==> config.mk <==
export PLATFORM = sky130hd
export DESIGN_NAME = raw10_packed_pixel_unpacker_top
export DESIGN_NICKNAME = d
export VERILOG_FILES = /design/src/r10u_pkg.sv /design/src/r10u_front.sv /design/src/r10u_queue.sv /design/src/r10u_back.sv /design/src/raw10_packed_pixel_unpacker_top.sv
export SDC_FILE = /design/constraint.sdc
export NUM_CORES = 1
export LEC_CHECK = 0
export BUFFER_PORTS_ARGS = -buffer_cell sky130_fd_sc_hd__buf_2
export CORE_MARGIN = 4
export CORE_UTILIZATION = 50
export DETAILED_ROUTE_END_ITERATION = 8
export PLACE_DENSITY = 0.66
export SKIP_CTS_REPAIR_TIMING = 1
export SYNTH_ARGS = -nofsm -noshare
export SYNTH_HDL_FRONTEND = slang
export SYNTH_SLANG_ARGS = --single-unit
==> constraint.sdc <==
create_clock -name clk -period 3.6 [get_ports clk]
set_input_delay 0.18 -clock clk [delete_from_list [all_inputs] [get_ports clk]]
set_output_delay 0.18 -clock clk [all_outputs]
set_load 0.01 [all_outputs]
==> src/r10u_pkg.sv <==
// Shared types and constants for the RAW10 packed pixel unpacker.
package r10u_pkg;

	localparam int CFG_W        = 14;
	localparam int BYTE_W       = 8;
	localparam int PIX_W        = 10;
	localparam int LOW_W        = 2;
	localparam int GROUP_PIXELS = 4;
	localparam int PHASE_W      = 3;
	localparam int IDX_W        = 2;
	localparam int REG_IDX_W    = 1;

	localparam int DEF_MAX_WIDTH  = 8192;
	localparam int DEF_MAX_HEIGHT = 8192;

	localparam logic [CFG_W-1:0] RESET_LINE_WIDTH   = 14'd1456;
	localparam logic [CFG_W-1:0] RESET_FRAME_HEIGHT = 14'd1088;

	localparam logic [PHASE_W-1:0] PHASE_LOW_BYTE = 3'd4;

	localparam logic [REG_IDX_W-1:0] REG_LINE_WIDTH   = 1'b0;
	localparam logic [REG_IDX_W-1:0] REG_FRAME_HEIGHT = 1'b1;

	typedef struct packed {
		logic [GROUP_PIXELS-1:0][PIX_W-1:0] pix;
		logic [IDX_W-1:0]                   last_idx;
		logic                               eol;
		logic                               eof;
	} group_t;

endpackage

==> src/r10u_front.sv <==
// Byte collector that assembles five-byte groups and classifies them against the line geometry.
module r10u_front
	import r10u_pkg::*;
#(
	parameter int MAX_WIDTH  = DEF_MAX_WIDTH,
	parameter int MAX_HEIGHT = DEF_MAX_HEIGHT
) (
	input  logic              clk,
	input  logic              arst_n,
	input  logic              in_valid,
	output logic              in_ready,
	input  logic [BYTE_W-1:0] data_byte,
	input  logic [CFG_W-1:0]  line_width,
	input  logic [CFG_W-1:0]  frame_height,
	input  logic              q_full,
	output logic              push,
	output group_t            grp
);

	localparam int CW = $clog2(MAX_WIDTH + 1);
	localparam int RW = $clog2(MAX_HEIGHT + 1);
	localparam int EW = ((CW > CFG_W) ? CW : CFG_W) + 1;
	localparam int EH = ((RW > CFG_W) ? RW : CFG_W) + 1;

	logic [PHASE_W-1:0]             phase_q;
	logic [GROUP_PIXELS-1:0][BYTE_W-1:0] held_q;
	logic [CW-1:0]                  col_q;
	logic [RW-1:0]                  row_q;
	logic [CW-1:0]                  width_eff;
	logic [RW-1:0]                  height_eff;
	logic [CW-1:0]                  remain;
	logic                           low_byte;
	logic                           accept;

	assign low_byte = (phase_q == PHASE_LOW_BYTE);
	assign in_ready = !low_byte || !q_full;
	assign accept   = in_valid && in_ready;
	assign push     = accept && low_byte;

	always_comb begin
		if (line_width == '0) begin
			width_eff = CW'(1);
		end else if ({{(EW-CFG_W){1'b0}}, line_width} > EW'(MAX_WIDTH)) begin
			width_eff = CW'(MAX_WIDTH);
		end else begin
			width_eff = CW'(line_width);
		end
		if (frame_height == '0) begin
			height_eff = RW'(1);
		end else if ({{(EH-CFG_W){1'b0}}, frame_height} > EH'(MAX_HEIGHT)) begin
			height_eff = RW'(MAX_HEIGHT);
		end else begin
			height_eff = RW'(frame_height);
		end
	end

	always_comb begin
		remain = width_eff - col_q;
		for (int k = 0; k < GROUP_PIXELS; k++) begin
			grp.pix[k] = {held_q[k], data_byte[LOW_W*k +: LOW_W]};
		end
		if (col_q >= width_eff) begin
			grp.last_idx = '0;
			grp.eol      = 1'b1;
		end else if (remain <= CW'(GROUP_PIXELS)) begin
			grp.last_idx = IDX_W'(remain - CW'(1));
			grp.eol      = 1'b1;
		end else begin
			grp.last_idx = IDX_W'(GROUP_PIXELS - 1);
			grp.eol      = 1'b0;
		end
		grp.eof = grp.eol && (({1'b0, row_q} + (RW+1)'(1)) >= {1'b0, height_eff});
	end

	always_ff @(posedge clk or negedge arst_n) begin
		if (!arst_n) begin
			phase_q <= '0;
			col_q   <= '0;
			row_q   <= '0;
		end else if (accept) begin
			if (low_byte) begin
				phase_q <= '0;
				if (grp.eol) begin
					col_q <= '0;
					row_q <= grp.eof ? '0 : row_q + RW'(1);
				end else begin
					col_q <= col_q + CW'(GROUP_PIXELS);
				end
			end else begin
				phase_q <= phase_q + PHASE_W'(1);
			end
		end
	end

	always_ff @(posedge clk) begin
		if (accept && !low_byte) begin
			held_q[phase_q[IDX_W-1:0]] <= data_byte;
		end
	end

	a_eof_wraps: assert property (@(posedge clk) disable iff (!arst_n)
		(push && grp.eof) |=> (col_q == '0 && row_q == '0))
		else $error("counts not cleared after end of frame");

	a_phase_range: assert property (@(posedge clk) disable iff (!arst_n)
		(accept && low_byte) |=> (phase_q == '0))
		else $error("byte phase did not return to the start of a group");

endmodule

==> src/r10u_queue.sv <==
// Two-entry register queue carrying classified groups from the front to the back.
module r10u_queue
	import r10u_pkg::*;
(
	input  logic   clk,
	input  logic   arst_n,
	input  logic   push,
	input  group_t push_grp,
	output logic   full,
	input  logic   pop,
	output logic   not_empty,
	output group_t head
);

	group_t      mem_q [2];
	logic        wr_ptr_q;
	logic        rd_ptr_q;
	logic [1:0]  count_q;

	assign full      = (count_q == 2'd2);
	assign not_empty = (count_q != 2'd0);
	assign head      = mem_q[rd_ptr_q];

	always_ff @(posedge clk or negedge arst_n) begin
		if (!arst_n) begin
			wr_ptr_q <= 1'b0;
			rd_ptr_q <= 1'b0;
			count_q  <= 2'd0;
		end else begin
			if (push) begin
				wr_ptr_q <= !wr_ptr_q;
			end
			if (pop) begin
				rd_ptr_q <= !rd_ptr_q;
			end
			if (push && !pop) begin
				count_q <= count_q + 2'd1;
			end else if (pop && !push) begin
				count_q <= count_q - 2'd1;
			end
		end
	end

	always_ff @(posedge clk) begin
		if (push) begin
			mem_q[wr_ptr_q] <= push_grp;
		end
	end

	a_no_overflow: assert property (@(posedge clk) disable iff (!arst_n)
		!(push && full) && !(pop && !not_empty))
		else $error("queue written when full or read when empty");

endmodule

==> src/r10u_back.sv <==
// Pixel emitter walking each queued group, one word per cycle unless stalled.
module r10u_back
	import r10u_pkg::*;
(
	input  logic             clk,
	input  logic             arst_n,
	input  logic             q_not_empty,
	input  group_t           q_head,
	output logic             pop,
	output logic             out_valid,
	input  logic             out_ready,
	output logic [PIX_W-1:0] pixel,
	output logic             last_of_run,
	output logic             end_of_line,
	output logic             end_of_frame
);

	group_t           cur_q;
	logic             cur_valid_q;
	logic [IDX_W-1:0] idx_q;
	logic             at_last;
	logic             done;

	assign at_last      = (idx_q == cur_q.last_idx);
	assign done         = out_ready && at_last;
	assign pop          = q_not_empty && (!cur_valid_q || done);
	assign out_valid    = cur_valid_q;
	assign pixel        = cur_q.pix[idx_q];
	assign last_of_run  = at_last;
	assign end_of_line  = at_last && cur_q.eol;
	assign end_of_frame = at_last && cur_q.eof;

	always_ff @(posedge clk or negedge arst_n) begin
		if (!arst_n) begin
			cur_valid_q <= 1'b0;
			idx_q       <= '0;
		end else if (pop) begin
			cur_valid_q <= 1'b1;
			idx_q       <= '0;
		end else if (cur_valid_q && out_ready) begin
			if (at_last) begin
				cur_valid_q <= 1'b0;
				idx_q       <= '0;
			end else begin
				idx_q <= idx_q + IDX_W'(1);
			end
		end
	end

	always_ff @(posedge clk) begin
		if (pop) begin
			cur_q <= q_head;
		end
	end

	a_idx_bound: assert property (@(posedge clk) disable iff (!arst_n)
		cur_valid_q |-> (idx_q <= cur_q.last_idx))
		else $error("pixel index ran past the group");

	a_stall_holds: assert property (@(posedge clk) disable iff (!arst_n)
		(cur_valid_q && !out_ready) |=> (cur_valid_q && $stable(idx_q)))
		else $error("pixel position moved while stalled");

endmodule

==> src/raw10_packed_pixel_unpacker_top.sv <==
// Top level of the RAW10 packed pixel unpacker with its configuration registers.
//
// Channel  Dir  Handshake            Word
// input    in   in_valid/in_ready    data_byte
// output   out  out_valid/out_ready  pixel, last_of_run, end_of_line, end_of_frame
// config   in   wr_en                wr_index, wr_data
//
// One byte is taken per cycle while in_ready is high; a five-byte group yields up to four
// pixels, one per cycle while out_ready is high. With the pixel side idle, the
// group is registered in the queue and then in cur_q before its first pixel is shown.
// Reset clears the counts and sets the line width to 1456 and the frame height to 1088.
// A two-entry group queue lets the byte side run on while the pixel side is stalled.
module raw10_packed_pixel_unpacker_top
	import r10u_pkg::*;
#(
	parameter int MAX_WIDTH  = DEF_MAX_WIDTH,
	parameter int MAX_HEIGHT = DEF_MAX_HEIGHT
) (
	input  logic                 clk,
	input  logic                 arst_n,
	input  logic                 in_valid,
	output logic                 in_ready,
	input  logic [BYTE_W-1:0]    data_byte,
	output logic                 out_valid,
	input  logic                 out_ready,
	output logic [PIX_W-1:0]     pixel,
	output logic                 last_of_run,
	output logic                 end_of_line,
	output logic                 end_of_frame,
	input  logic                 wr_en,
	input  logic [REG_IDX_W-1:0] wr_index,
	input  logic [CFG_W-1:0]     wr_data
);

	logic [CFG_W-1:0] line_width_q;
	logic [CFG_W-1:0] frame_height_q;
	logic             q_full;
	logic             q_not_empty;
	logic             push;
	logic             pop;
	group_t           push_grp;
	group_t           q_head;

	always_ff @(posedge clk or negedge arst_n) begin
		if (!arst_n) begin
			line_width_q   <= RESET_LINE_WIDTH;
			frame_height_q <= RESET_FRAME_HEIGHT;
		end else if (wr_en) begin
			case (wr_index)
				REG_LINE_WIDTH:   line_width_q   <= wr_data;
				REG_FRAME_HEIGHT: frame_height_q <= wr_data;
				default: ;
			endcase
		end
	end

	r10u_front #(
		.MAX_WIDTH  (MAX_WIDTH),
		.MAX_HEIGHT (MAX_HEIGHT)
	) u_front (
		.clk          (clk),
		.arst_n       (arst_n),
		.in_valid     (in_valid),
		.in_ready     (in_ready),
		.data_byte    (data_byte),
		.line_width   (line_width_q),
		.frame_height (frame_height_q),
		.q_full       (q_full),
		.push         (push),
		.grp          (push_grp)
	);

	r10u_queue u_queue (
		.clk       (clk),
		.arst_n    (arst_n),
		.push      (push),
		.push_grp  (push_grp),
		.full      (q_full),
		.pop       (pop),
		.not_empty (q_not_empty),
		.head      (q_head)
	);

	r10u_back u_back (
		.clk          (clk),
		.arst_n       (arst_n),
		.q_not_empty  (q_not_empty),
		.q_head       (q_head),
		.pop          (pop),
		.out_valid    (out_valid),
		.out_ready    (out_ready),
		.pixel        (pixel),
		.last_of_run  (last_of_run),
		.end_of_line  (end_of_line),
		.end_of_frame (end_of_frame)
	);

endmodule
==> impl_results.md <==
- Status: complete, no violations
- Synthesized Nets: 793
- Power, Total: 8.88 mW
- Synth unique cells: 78
- Placer congestion estimate: 0.858
- Via count: 6206
- Post-synthesis instance total: 730
- Detailed Route Iter0 Violations: 398
- Placed cell count: 1038
- Worst endpoint required time: 3990 ps
- Final-report max-slew violation count: 0
- Clock period minus worst slack: 3480 ps
- Placed inst area: 0.0110 sq mm
- Post-synthesis adder-cell area fraction: 4.22%
- CTS Buf Count: 24
- Mux cell area share after synthesis: 10.3%
- Fin nets: 883
- Crit Path Class: reg2reg
- Seq pwr share: 42.2%
- Finish-stage setup viols: 0
- Final hold violations: 0
- Switching Share: 30.9%
- Initial Util: 51.1%
- Relative slew margins: 21.9%
- Fmax: 287 MHz
- Clk Latency, worst-skew pair: 500 ps
- Die area: 0.0231 sq mm
- Yosys Warn Count: 0
- Nature of the critical path endpoint: flop
- H-tree depth: 1
- Total negative slack: 0 ps
- Worst-margin pin slew: 1170 ps
- GRT Util Overall: 17.8%
- Routed wire length: 21100 microns
- Simple-gate portion of the synthesized area: 8.57%
- Ant diodes: 0
- Mapped Area: 0.0104 sq mm
- Crit-path most repeated cell: o21ai_4
- Worst vdd ir: 429 uV
- Maxcap violations: 0
- Fraction of layout cells with a size suffix above 1: 29.5%
- Clk slew on worst S/H paths: 60 ps
- I/O Buffers: 42
- Io pins: 43
- Drt first pass iters: 4
- Vias in the first global route: 6390
- Routed Antenna Nets: 0
- Final clock period utilization by the worst path: 96.8%
- First-pass GRT wire length: 33500 microns
- Post-synthesis async set-or-reset flop share: 28.1%
- Root Buffer Master: clkbuf_16
- Hold WS: 14.8 ps
- Syn avg cell area: 14.2 sq um
- Final HPWL DP: 14100 microns
- Largest net degree at the start of global routing: 46
- Flop and latch count out of synthesis: 228
- Main synth FF type: edfxtp_1
- Core region area: 0.0203 sq mm
- Main combinational cell family by area after synthesis: multiplexers
- Sw power: 2.74 mW
- Startpoint types: flop
- Multi-input logic area: 0.00369 sq mm
- CTS tree: done
- Synth Area in Compound Gates: 8.99%
- Chip Height: 152 microns
- DR vias/cell: 5.60
- Fill count: 1577
- Remaining global-route overflow: 0
- Leakage power: 4.55 nW
- CTS Buffer Depth: 3
- Critical-path cell list: nor4_2 > nand4_1 > and2_4 > nor2b_4 > ha_4 > and2b_2 > o31a_2 > o21ai_4 > a211oi_4 > nor4_4 > nand2_2 > buf_12 > o21ai_4 > mux2_2
- Num rows: 52
- Initial antenna violation count: 0
- CTS Sinks: 228
- Worst Path Arrival: 3870 ps
- Worst path max stage delay: 410 ps
- Die X: 152 microns
- Slowest cell on crit path: dfrtp_1
- Combinational share of power: 28.7%
- Design area: 0.0122 sq mm
- Synth Area in XOR/XNOR: 2.37%
- Max Clock Skew: 6.73 ps
- DRC Markers: 0
- Post-synthesis sequential area ratio: 63.0%
- Int Pwr: 6.14 mW
- Number of flops mapped to enable cells by yosys: 164
- Cell Pwr Density: 727 mW/mm^2
- Final instance count without filler cells: 1108
- Average wire per standard cell: 19.0 microns
- Clock share of power: 29.1%
- Register area: 0.00654 sq mm
- Layout area overhead: 17.8%
- CP max FO: 12
- Hold/Removal Path Class: in2reg
==> metrics by stage <==
step,setup WS (ps),util (%)
floorplan,74.8,-
global placement,23.8,54.2
detailed placement,-86.0,54.2
CTS,-97.4,58.4
global route,-38.4,60.2
finish,116,60.2
==> logic make-up (layout without fill, tap and decap cells) <==
group / Yosys count / after routing
AOI/OAI and AO/OA: 124 / 124
xor gates and xnor gates: 28 / 28
adders and majority gates: 35 / 35
buffers and inverters: 59 / 167
DFF: 228 / 228
muxes: 85 / 85
other: 1 / 1
and+or+nand+nor: 170 / 170
==> registers in the layout (all words and copies together), names as in the netlist <==
register          count
u_queue.mem_q        88
frame_height_q       14
u_front.grp          32
u_front.col_q        12
u_queue.rd_ptr_q      1
u_front.row_q        14
u_queue.count_q       2
u_back.idx_q          2
u_queue.wr_ptr_q      1
u_front.phase_q       3
line_width_q         14
u_back.cur_q         44
u_back.out_valid      1
==> worst paths after layout <==
kind	startpoint	endpoint	slack (ps)	depth (start not counted)
max	line_width_q[2]	u_front.row_q[13]	120	14
min	out_ready	u_back.out_valid	10	4
max reg2reg	line_width_q[2]	u_front.row_q[13]	120	14
min reg2reg	u_front.grp[38]	u_queue.mem_q[0][38]	440	0
max in group asynchronous	arst_n	line_width_q[4]	2450	3
min in group asynchronous	arst_n	line_width_q[3]	330	2
==> power by group through the flow <==
stage	registers [mW]	clock network (mW)	logic, mW
6_report	3.75	2.58	2.55
3_5_place_dp	3.80	0	2.45
5_1_grt	3.80	2.75	2.81
4_1_cts	3.75	2.64	2.46
3_3_place_gp	3.77	0	2.38
2_1_floorplan	3.61	0	1.83
==> layout by cell type (no fill, tap or decap), drive strengths merged, types with 4 or more instances in the layout <==
cell         Yosys  routed
a211oi           4       4
a21o             5       5
a21oi           25      25
and2             7       7
and3             9       9
buf             13      70
bufinv           0       4
clkbuf          17      32
clkinv           1       5
clkinvlp         0       5
dfrtp           57      57
dfstp            7       7
dlygate4sd3      0      24
edfxtp         164     164
ha              35      35
inv             28      27
mux2            73      73
mux4            10      10
nand2           42      42
nand3           19      19
nand4           12      12
nor2            32      32
nor2b           18      18
nor3             7       7
nor4             7       7
o211ai          12      12
o21ai           37      37
o311ai           8       8
o41ai            8       8
xnor2           18      18
xor2            10      10
==> cell type report <==
class | instances | share of cell area, %
Clock inverter | 12 | 1.39
Tap cell | 270 | 2.76
Clock buffer | 32 | 5.50
Timing Repair Buffer | 94 | 5.71
Multi-Input combinational cell | 443 | 30.2
Sequential cell | 228 | 53.5
Inverter | 29 | 0.891
==> critical path: cells and delay by family, from the launching register on <==
kind,cells,cell delay [ps]
simple gates,7,1440
compound gates,4,780
flops,1,410
mux,1,350
fa+ha+maj,1,220
buf+inv,1,170
==> synthesized netlist by cell type (all sizes together) (13+ instances only) <==
| cell type | n | share of area, % |
|---|---|---|
| a21oi | 25 | 1.2 |
| buf | 13 | 0.83 |
| clkbuf | 17 | 0.62 |
| dfrtp | 57 | 14 |
| edfxtp | 164 | 47 |
| ha | 35 | 4.2 |
| inv | 28 | 1.0 |
| mux2 | 73 | 7.9 |
| nand2 | 42 | 1.5 |
| nand3 | 19 | 0.92 |
| nor2 | 32 | 1.2 |
| nor2b | 18 | 1.1 |
| o21ai | 37 | 1.9 |
| xnor2 | 18 | 1.5 |
==> metal layers <==
layer	share of wire (%)	vias up	global-route usage, %
li1	-	2938	-
met1	42	3107	22.5
met2	53	132	32.3
met3	4.2	29	2.73
met4	1.4	0	4.20
met5	0	-	0
(Power assumes the default switching activity.)
